### config.mk
export PLATFORM = sky130hd
export DESIGN_NAME = gb5_div
export DESIGN_NICKNAME = d
export VERILOG_FILES = /design/src/rtl/gb5_pkg.sv /design/src/rtl/gb5_div.sv
export SDC_FILE = /design/constraint.sdc
export NUM_CORES = 1
export LEC_CHECK = 0
export BUFFER_PORTS_ARGS = -buffer_cell sky130_fd_sc_hd__clkbuf_2
export CORE_MARGIN = 4
export CORE_UTILIZATION = 35
export DETAILED_ROUTE_END_ITERATION = 10
export PLACE_DENSITY_LB_ADDON = 0.2
export SYNTH_ARGS = -nofsm -noshare
export SYNTH_HDL_FRONTEND = slang
export SYNTH_SLANG_ARGS = --single-unit
### constraint.sdc
create_clock -name clk -period 4.7 [get_ports clk]
set_input_delay 0.705 -clock clk [delete_from_list [all_inputs] [get_ports clk]]
set_output_delay 0.705 -clock clk [all_outputs]
set_load 0.01 [all_outputs]
### src/rtl/gb5_pkg.sv
// package for the 5x5 gaussian blur unit: widths, kernel and helpers
package gb5_pkg;

  localparam int MAX_WIDTH  = 2048;
  localparam int MAX_HEIGHT = 4096;
  localparam int WIN        = 5;
  localparam int PIX_W      = 32;
  localparam int WCFG_W     = 12;
  localparam int HCFG_W     = 13;
  localparam int CFG_DATA_W = 13;
  localparam int ROW_W      = 13;
  localparam int ACC_W      = 16;
  localparam int WSUM_W     = 8;

  localparam logic [1:0] REG_FRAME_WIDTH   = 2'd0;
  localparam logic [1:0] REG_FRAME_HEIGHT  = 2'd1;
  localparam logic [1:0] REG_INCLUDE_ALPHA = 2'd2;

  localparam logic       KIND_PIXEL = 1'b0;
  localparam logic       KIND_FLUSH = 1'b1;

  // kernel weight of tap (row, column)
  function automatic logic [3:0] kern(input int r, input int c);
    logic [3:0] k [5][5];
    k = '{'{4'd2, 4'd4, 4'd5, 4'd4, 4'd2},
          '{4'd4, 4'd9, 4'd12, 4'd9, 4'd4},
          '{4'd5, 4'd12, 4'd15, 4'd12, 4'd5},
          '{4'd4, 4'd9, 4'd12, 4'd9, 4'd4},
          '{4'd2, 4'd4, 4'd5, 4'd4, 4'd2}};
    return k[r][c];
  endfunction

  // control travelling with a column down the cell chain
  typedef struct packed {
    logic             vld;
    logic [4:0]       rmask;
    logic [4:0]       cmask;
    logic             last;
  } gb5_tag_t;

endpackage

### src/rtl/gb5_div.sv
// sequential restoring divider for four channel sums by one weight sum
module gb5_div (
  input  logic                          clk,
  input  logic                          rst_n,
  input  logic                          start,
  input  logic [4*gb5_pkg::ACC_W-1:0]   num,
  input  logic [gb5_pkg::WSUM_W-1:0]    den,
  output logic                          busy,
  output logic                          done,
  output logic [31:0]                   quo
);
  localparam int AW = gb5_pkg::ACC_W;
  localparam int DW = gb5_pkg::WSUM_W;
  logic [AW-1:0]       n_r   [4];
  logic [DW:0]         rem_r [4];
  logic [DW-1:0]       den_r;
  logic [$clog2(AW+1)-1:0] cnt_r;
  logic                busy_r, done_r;
  logic [DW+1:0]       trial [4];

  always_comb begin
    for (int c = 0; c < 4; c++) trial[c] = {rem_r[c], n_r[c][AW-1]} - {2'b0, den_r};
  end

  always_ff @(posedge clk) begin
    if (!rst_n) begin
      busy_r <= 1'b0;
      done_r <= 1'b0;
      cnt_r  <= '0;
    end else begin
      done_r <= 1'b0;
      if (start) begin
        busy_r <= 1'b1;
        cnt_r  <= '0;
        den_r  <= den;
        for (int c = 0; c < 4; c++) begin
          n_r[c]   <= num[c*AW +: AW];
          rem_r[c] <= '0;
        end
      end else if (busy_r) begin
        for (int c = 0; c < 4; c++) begin
          if (!trial[c][DW+1]) rem_r[c] <= trial[c][DW:0];
          else rem_r[c] <= {rem_r[c][DW-1:0], n_r[c][AW-1]};
          n_r[c] <= {n_r[c][AW-2:0], ~trial[c][DW+1]};
        end
        cnt_r <= cnt_r + 1'b1;
        if (cnt_r == ($clog2(AW+1))'(AW-1)) begin
          busy_r <= 1'b0;
          done_r <= 1'b1;
        end
      end
    end
  end

  assign busy = busy_r;
  assign done = done_r;
  always_comb begin
    for (int c = 0; c < 4; c++) quo[c*8 +: 8] = n_r[c][7:0];
  end
endmodule

==> impl_metrics.toml, run 1 <==
[yosys]
yosysSeqAreaShare_pct = 49.1
async_flop_share_pct = 0
synth_cell_type_count = 60
syn_avg_cell_area_sq_um = 9.56
syn_area_sq_um = 6890
synth-main-ff-cell = "edfxtp_1"
yosysWarnings = 0
syn-num-nets = 834
synthCells = 721
synth_seq_cells = 115
synth-edff-count = 108

[die]
dieArea_sq_um = 22000
pin_count = 109
rows = 51
start_util_pct = 35.5
core-area_sq_um = 19400
dieWidth_um = 148
die_h_um = 148

[layout]
final_cells = 1070
drive_gt1_share_pct = 20.4
fin_nets = 905
syn2layout_area_growth_pct = 16.0
antenna_cells = 0

[sta]
min_period_ns = 3.26
max_freq_mhz = 307
final-hold-violation-count = 0
finalSetupTns_ns = 0
setup_violations = 0
slew_violations = 0
setup_ws_ns = 1.44
slew_headroom_pct = 25.9
grt_setup_unrepaired = "false"
worst_pin_slew_ns = 1.11
skew_ns = 0.0130
fin_crit_sh_pct = 69.3

[grt]
track_usage_pct = 14.5
overflow = 0
grt_pass1_vias = 5117
antenna_found_initial = 0
grt_pass1_wl_um = 25600
grt_max_degree = 79

[worst_setup_path]
cp-startpoint = "den_r[1]"
cp-start-kind = "flop"
cp.required_ns = 4.96
crit_fanout = 13
rr_startpoint = "den_r[1]"
worstSetupPathType = "reg -> reg"
crit_arrival_ns = 3.51
crit_path_end_kind = "flop"

[cts]
cts.sinks = 115
cts-root-buf = "clkbuf_16"
post_cts_resized = 0
cts_max_level = 4
cts_setup_buffers = 0
clockBufferDepth = 2
cts_tree = "yes"
clk_pin_slew_worst_paths_ns = 0.06
cts_buffers = 17
clk_latency_ns = 0.41
hold_buffers = 0

[placed_design]
place_inst = 1038
place_hpwl_um = 11000
gp_congestion = 0.835
dp_slack_ns = 1.43
io_buffer_count = 108

[pwr]
power_density_nw_per_um2 = 364
vdd_drop_max_mv = 0.216
power_leakage_nw = 3.46

[job]
cap_viol_max_count = 0

[route]
vias_per_cell = 4.91
drt_iter0_drc = 220
ant_nets = 0
vias = 5256
finalWirelength_um = 15700
remaining_drc_errors = 0
dr.pass1.iters = 5
wl_per_cell_um = 14.7

[worst_hold_path]
hp-class = "in -> reg"
min_from = "den[4]"

[outcome]
status = "complete, no violations"
==> cell families after synthesis <==
group	Yosys count	share of synthesized area (%)
xor gates and xnor gates	13	1.65
muxes	15	2.23
AOI/OAI and AO/OA	136	13.6
buffers and inverters	89	6.95
and+or+nand+nor	315	19.1
adders and majority gates	38	7.33
DFF	115	49.1
==> synthesized netlist by cell type, types with 2 or more instances <==
master | n | area share [%]
o31a_1 | 5 | 0.64
a21oi_1 | 31 | 2.3
or4_1 | 3 | 0.33
nand3b_1 | 2 | 0.22
buf_2 | 4 | 0.29
mux2i_1 | 12 | 1.7
buf_4 | 33 | 3.6
nand2_1 | 215 | 12
and3_2 | 2 | 0.22
nand3_1 | 6 | 0.44
nor3_1 | 10 | 0.73
nor2b_1 | 6 | 0.54
inv_1 | 29 | 1.6
xnor2_1 | 9 | 1.1
a221oi_1 | 2 | 0.25
o22ai_1 | 2 | 0.18
nand2b_1 | 3 | 0.27
nand4_1 | 3 | 0.27
nor2_1 | 45 | 2.5
and3_1 | 3 | 0.27
clkbuf_1 | 17 | 0.93
a211o_1 | 3 | 0.38
or3_1 | 7 | 0.64
o31ai_1 | 7 | 0.76
ha_1 | 34 | 6.2
a31oi_1 | 5 | 0.45
fa_1 | 4 | 1.2
or2_2 | 5 | 0.45
o21a_1 | 18 | 2.0
dfxtp_1 | 7 | 2.0
edfxtp_1 | 108 | 47
a211oi_1 | 4 | 0.44
mux2_2 | 3 | 0.49
buf_6 | 2 | 0.33
o211ai_1 | 5 | 0.54
o21ai_0 | 33 | 2.4
buf_1 | 3 | 0.16
xor2_1 | 4 | 0.51
a21o_1 | 6 | 0.65
==> layout make-up <==
type	count	area [sq um]
repair buffers	112	571
well taps	265	332
multi-input cells	517	3040
inverters	29	109
flip-flops and latches	115	3380
clock buffers	18	439
clock inverters	14	120
fillers	1947	11400
==> stage by stage <==
step                hold WS (ns)  util (%)  area (sq um)  power [mW]
floorplan                  0.456         -          6890        1.60
global placement           0.468      38.3          7440        1.71
detailed placement         0.473      38.3          7440        1.71
CTS                        0.450      41.2          8000        2.95
global route               0.462      41.2          8000        3.05
finish                     0.472      41.2          8000        2.91
==> layer usage <==
layer / wire (um) / global-route usage [%] / vias up
li1: - / - / 2657
met1: 7570 / 19.7 / 2409
met2: 6550 / 21.5 / 172
met3: 1360 / 5.67 / 18
met4: 253 / 4.48 / 0
met5: 0 / 0 / -
==> placed cells by master (no fill, tap or decap), types with 4 or more instances in the layout <==
cell type   synthesis  routed
o21a_1             18      17
o31a_1              5       5
o31ai_1             7       7
xnor2_1             9       9
nor2b_1             6       6
buf_4              33       4
ha_1               34      34
fa_1                4       4
or2_2               5       4
nor2_1             45      44
a21oi_1            31      31
a31oi_1             5       5
clkbuf_16           0      17
clkbuf_2            1     108
inv_1              29      29
or3_1               7       7
edfxtp_1          108     108
inv_6               0       6
clkinvlp_4          0       4
dfxtp_1             7       7
o21ai_0            33      33
nor3_1             10      10
a211oi_1            4       4
mux2i_1            12      12
nand3_1             6       6
nand2_1           215     215
a21o_1              6       6
o211ai_1            5       5
xor2_1              4       4
==> where the power goes <==
part           switching, mW  total [mW]  internal, mW
Combinational          0.265       0.456         0.191
Sequential            0.0351        1.23          1.19
Clock                  0.520        1.22         0.703
==> final timing paths <==
path | to | slack, ns | cells after the start
max | rem_r[0][0] | 1.44 | 8
min | den_r[4] | 0.47 | 1
max reg2reg | rem_r[0][0] | 1.44 | 8
min reg2reg | cnt_r[4] | 0.48 | 2
==> registers in the layout, summed over array words and instances (netlist names) <==
register	count
busy	1
done	1
n_r	64
den_r	8
cnt_r	5
rem_r	36
==> worst max-delay path: stages, from the launching register on <==
cell	delay [ns]
edfxtp_1	0.50
inv_1	0.24
ha_1	0.27
nor2b_1	0.14
o31a_1	0.29
o31a_1	0.29
o211ai_1	0.88
mux2_2	0.42
nor2_1	0.08
Power figures use the tool's default switching activity.
==> inputs of run 2 (changes only) <==
clock period = 3.05 ns   (was 4.7 ns; I/O delays follow)
==> impl_metrics.toml, run 2 (synthesis results as in run 1) <==
[outcome]
status = "complete, no violations"

[grt]
antenna_found_initial = 0
grt_pass1_vias = 5073
grt_pass1_wl_um = 26000
track_usage_pct = 14.7
overflow = 0
grt_max_degree = 65

[placed_design]
io_buffer_count = 108
place_hpwl_um = 11100
dp_slack_ns = 0.341
gp_congestion = 0.806

[route]
remaining_drc_errors = 0
drt_iter0_drc = 200
ant_nets = 0
vias = 5205
wl_per_cell_um = 14.5
vias_per_cell = 4.83
dr.pass1.iters = 4
finalWirelength_um = 15700

[layout]
final_cell_mix = "nand2_1 (215), edfxtp_1 (108), clkbuf_2 (108), nor2_1 (44), ha_1 (34)"
syn2layout_area_growth_pct = 17.2
largest_reg_flops = 64
biggestRegsByFlops = "n_r: 64 flops, rem_r: 36 flops, den_r: 8 flops"
mostFrequentLayoutCell = "nand2_1"
drive_gt1_share_pct = 21.0
antenna_cells = 0
fillers = 1953
top_register = "n_r"
fin_nets = 913

[die]
dieWidth_um = 148
die_h_um = 148
rows = 51
start_util_pct = 35.5
dieArea_sq_um = 22000
core-area_sq_um = 19400
pin_count = 109

[cts]
cts_tree = "yes"
cts-root-buf = "clkbuf_16"
hold_buffers = 0
cts_max_level = 4
clockBufferDepth = 2
cts_setup_buffers = 0
clk_pin_slew_worst_paths_ns = 0.06
post_cts_resized = 0
cts.sinks = 115
cts_buffers = 17
clk_latency_ns = 0.41

[worst_setup_path]
crit_fanout = 8
cp.required_ns = 3.29
cp_num_buf_inv = 2
crit_path_end_kind = "flop"
critPathSlowestCell = "a311oi_4"
crit_family = "compound AO/OA/AOI/OAI gates"
cp-startpoint = "den_r[1]"
reg2reg_depth = 9
cp-start-kind = "flop"
crit_arrival_ns = 2.95
slowest_delay_ns = 0.47
worstSetupPathType = "reg -> reg"
cp_cell_sequence = "inv_1 > ha_1 > nor2b_1 > o31a_1 > o311a_4 > a311oi_4 > buf_4 > nor2_1 > a211oi_1"
rr_startpoint = "den_r[1]"
path_depth = 9

[sta]
fin_crit_sh_pct = 88.9
fin_worst_hold_slack_ns = 0.232
worst_pin_slew_ns = 0.676
setup_ws_ns = 0.339
finalSetupTns_ns = 0
min_period_ns = 2.71
final-hold-violation-count = 0
max_freq_mhz = 369
setup_violations = 0
grt_setup_unrepaired = "false"
slew_headroom_pct = 54.4
skew_ns = 0.00842
slew_violations = 0

[worst_hold_path]
hp-class = "in -> reg"
holdPathStages = 1
min_from = "den[4]"

[pwr]
power_density_nw_per_um2 = 564
power_leakage_nw = 3.52
design_power_total_mw = 4.55
vdd_drop_max_mv = 0.383

[job]
cap_viol_max_count = 0
[run 2: changes by cell type in the layout (fill, tap and decap cells not counted)]
cell        delta
buf_12         +1
buf_4          +7
bufinv_16      +1
clkbuf_8       -1
clkinv_1       +1
clkinv_2       +1
clkinv_4       +1
clkinvlp_4     -3
[run 2: metrics by stage]
step	instance area (sq um)	instances	util (%)
final	8080	1078	41.6
after floorplan	6890	721	-
after global routing	8080	1078	41.6
after detailed placement	7510	1046	38.7
after CTS	8080	1078	41.6
after global placement	7510	1046	38.7
[run 2: where the power goes]
group / total, mW / switching (mW) / internal (mW)
clock network: 1.94 / 0.794 / 1.14
registers: 1.89 / 0.0514 / 1.84
logic: 0.726 / 0.416 / 0.310
total: 4.55 / 1.26 / 3.29
[run 2: path summary, 6_finish.rpt]
path	endpoint	slack, ns
setup / recovery	rem_r[2][0]	0.34
hold / removal	den_r[4]	0.23
setup reg to reg	rem_r[2][0]	0.34
hold reg to reg	cnt_r[4]	0.48
[run 2: area by class of cell]
cell class,instances,area [sq um],area share (%)
clock buffer,17,425,5.27
multi-input combinational,517,3040,37.6
tap,265,332,4.10
timing repair buffer,120,643,7.96
inverter,29,109,1.35
sequential,115,3380,41.9
clock inverter,15,145,1.80
[run 2: worst reg2reg max path: stages (launching register included)]
cell and delay [ns]:
edfxtp_1 0.38, inv_1 0.19, ha_1 0.26, nor2b_1 0.14
o31a_1 0.30, o311a_4 0.33, a311oi_4 0.48, buf_4 0.24
nor2_1 0.04, a211oi_1 0.19
[run 2: per-layer routing]
| metal | track usage [%] | part of all wire (%) |
|---|---|---|
| met4 | 3.33 | 0.52 |
| met2 | 21.8 | 43 |
| met5 | 0 | 0 |
| met1 | 20.8 | 49 |
| met3 | 5.24 | 7.6 |
==> inputs of run 3 (changes only) <==
CORE_MARGIN = 8   (was 4)
MAX_ROUTING_LAYER = met4   (was not set)
==> impl_metrics.toml, run 3 (synthesis results as in run 1) <==
[outcome]
status = "complete, no violations"

[worst_hold_path]
holdPathStages = 1
hold_end = "den_r[4]"
hp-class = "in -> reg"
min_from = "den[4]"

[job]
cap_viol_max_count = 0

[route]
dr.pass1.iters = 4
remaining_drc_errors = 0
wl_per_cell_um = 15.1
vias_per_cell = 4.79
drt_iter0_drc = 305
ant_nets = 0
vias = 5163
finalWirelength_um = 16200

[worst_setup_path]
worstSetupPathType = "reg -> reg"
rrSetupSlack_ns = 0.35
crit_arrival_ns = 2.97
reg2reg_depth = 8
cp_num_buf_inv = 1
crit_path_end_kind = "flop"
crit_fanout = 8
rr_startpoint = "den_r[1]"
cp_cell_sequence = "inv_1 > ha_1 > nor2b_1 > o31a_1 > o311a_4 > a311oi_4 > mux2_2 > nor2_1"
critPathSlowestCell = "a311oi_4"
cp-start-kind = "flop"
cp.required_ns = 3.32
crit_family = "compound AO/OA/AOI/OAI gates"
timing.rr.end = "rem_r[2][1]"
slowest_delay_ns = 0.47

[cts]
cts_max_level = 4
clockBufferDepth = 2
hold_buffers = 0
cts_tree = "yes"
cts-root-buf = "clkbuf_16"
clk_latency_ns = 0.42
clk_pin_slew_worst_paths_ns = 0.06
post_cts_resized = 0
cts_setup_buffers = 0
cts_buffers = 17
cts.sinks = 115

[layout]
syn2layout_area_growth_pct = 17.5
mostFrequentLayoutCell = "nand2_1"
biggestRegsByFlops = "n_r: 64 flops, rem_r: 36 flops, den_r: 8 flops"
fin_area_sq_um = 8100
top_register = "n_r"
final_util_pct = 41.7
fin_nets = 912
antenna_cells = 0
fillers = 1961
largest_reg_flops = 64
drive_gt1_share_pct = 20.9
final_cell_mix = "nand2_1 (215), edfxtp_1 (108), clkbuf_2 (108), nor2_1 (44), ha_1 (34)"

[placed_design]
io_buffer_count = 108
dpl_cell_area_sq_um = 7510
place_hpwl_um = 11800
gp_congestion = 0.822

[die]
rows = 51
core-area_sq_um = 19400
dieArea_sq_um = 24400
start_util_pct = 35.5
dieWidth_um = 156
pin_count = 109
die_h_um = 156

[pwr]
vdd_drop_max_mv = 0.392
design_power_total_mw = 4.58
power_leakage_nw = 3.52
power_density_nw_per_um2 = 565

[grt]
grt_pass1_wl_um = 26800
grt_pass1_vias = 5229
track_usage_pct = 14.3
antenna_found_initial = 0
overflow = 0
grt_max_degree = 55

[sta]
skew_ns = 0.0116
slew_headroom_pct = 54.2
max_freq_mhz = 370
worst_pin_slew_ns = 0.686
finalSetupTns_ns = 0
min_period_ns = 2.70
slew_violations = 0
final-hold-violation-count = 0
fin_worst_hold_slack_ns = 0.231
fin_crit_sh_pct = 88.6
grt_setup_unrepaired = "false"
setup_violations = 0
## run 3: how the worst max path moves through the flow
| stage | start | to | cells past startpoint |
|---|---|---|---|
| 5_1_grt | den_r[6] | rem_r[2][0] | 9 |
| 6_report | den_r[1] | rem_r[2][1] | 8 |
| 4_1_cts | den_r[1] | rem_r[2][1] | 8 |
| 3_5_place_dp | den_r[1] | rem_r[2][1] | 8 |
| 3_3_place_gp | den_r[1] | rem_r[2][0] | 9 |
| 2_1_floorplan | busy | n_r[0][0] | 2 |
## run 3: report_power, final
part / internal [mW] / total (mW) / switching (mW)
registers: 1.84 / 1.89 / 0.0509
logic: 0.308 / 0.723 / 0.415
clock network: 1.21 / 1.96 / 0.753
total: 3.36 / 4.58 / 1.22
## run 3: cell type report
| class | instances | area (sq um) | area share (%) |
|---|---|---|---|
| clock inverters | 14 | 155 | 1.92 |
| clock buffers | 18 | 429 | 5.30 |
| well taps | 265 | 332 | 4.09 |
| repair buffers | 119 | 648 | 8.00 |
| inverters | 29 | 109 | 1.34 |
| multi-input cells | 517 | 3040 | 37.6 |
| flip-flops and latches | 115 | 3380 | 41.8 |
## run 3: per-layer routing
layer  share of wire (%)  vias up  track usage (%)
met5                   0        -                -
met4                0.84        0             3.84
met3                 6.0       10             4.85
met2                  42      129             20.3
met1                  51     2360             19.1
li1                    -     2664                -
## run 3: metrics by stage
| step | std cells | setup slack (ns) |
|---|---|---|
| after CTS | 1077 | 0.322 |
| final | 1077 | 0.348 |
| after floorplan | 721 | 0.361 |
| after global routing | 1077 | 0.151 |
| after detailed placement | 1045 | 0.341 |
| after global placement | 1045 | 0.358 |
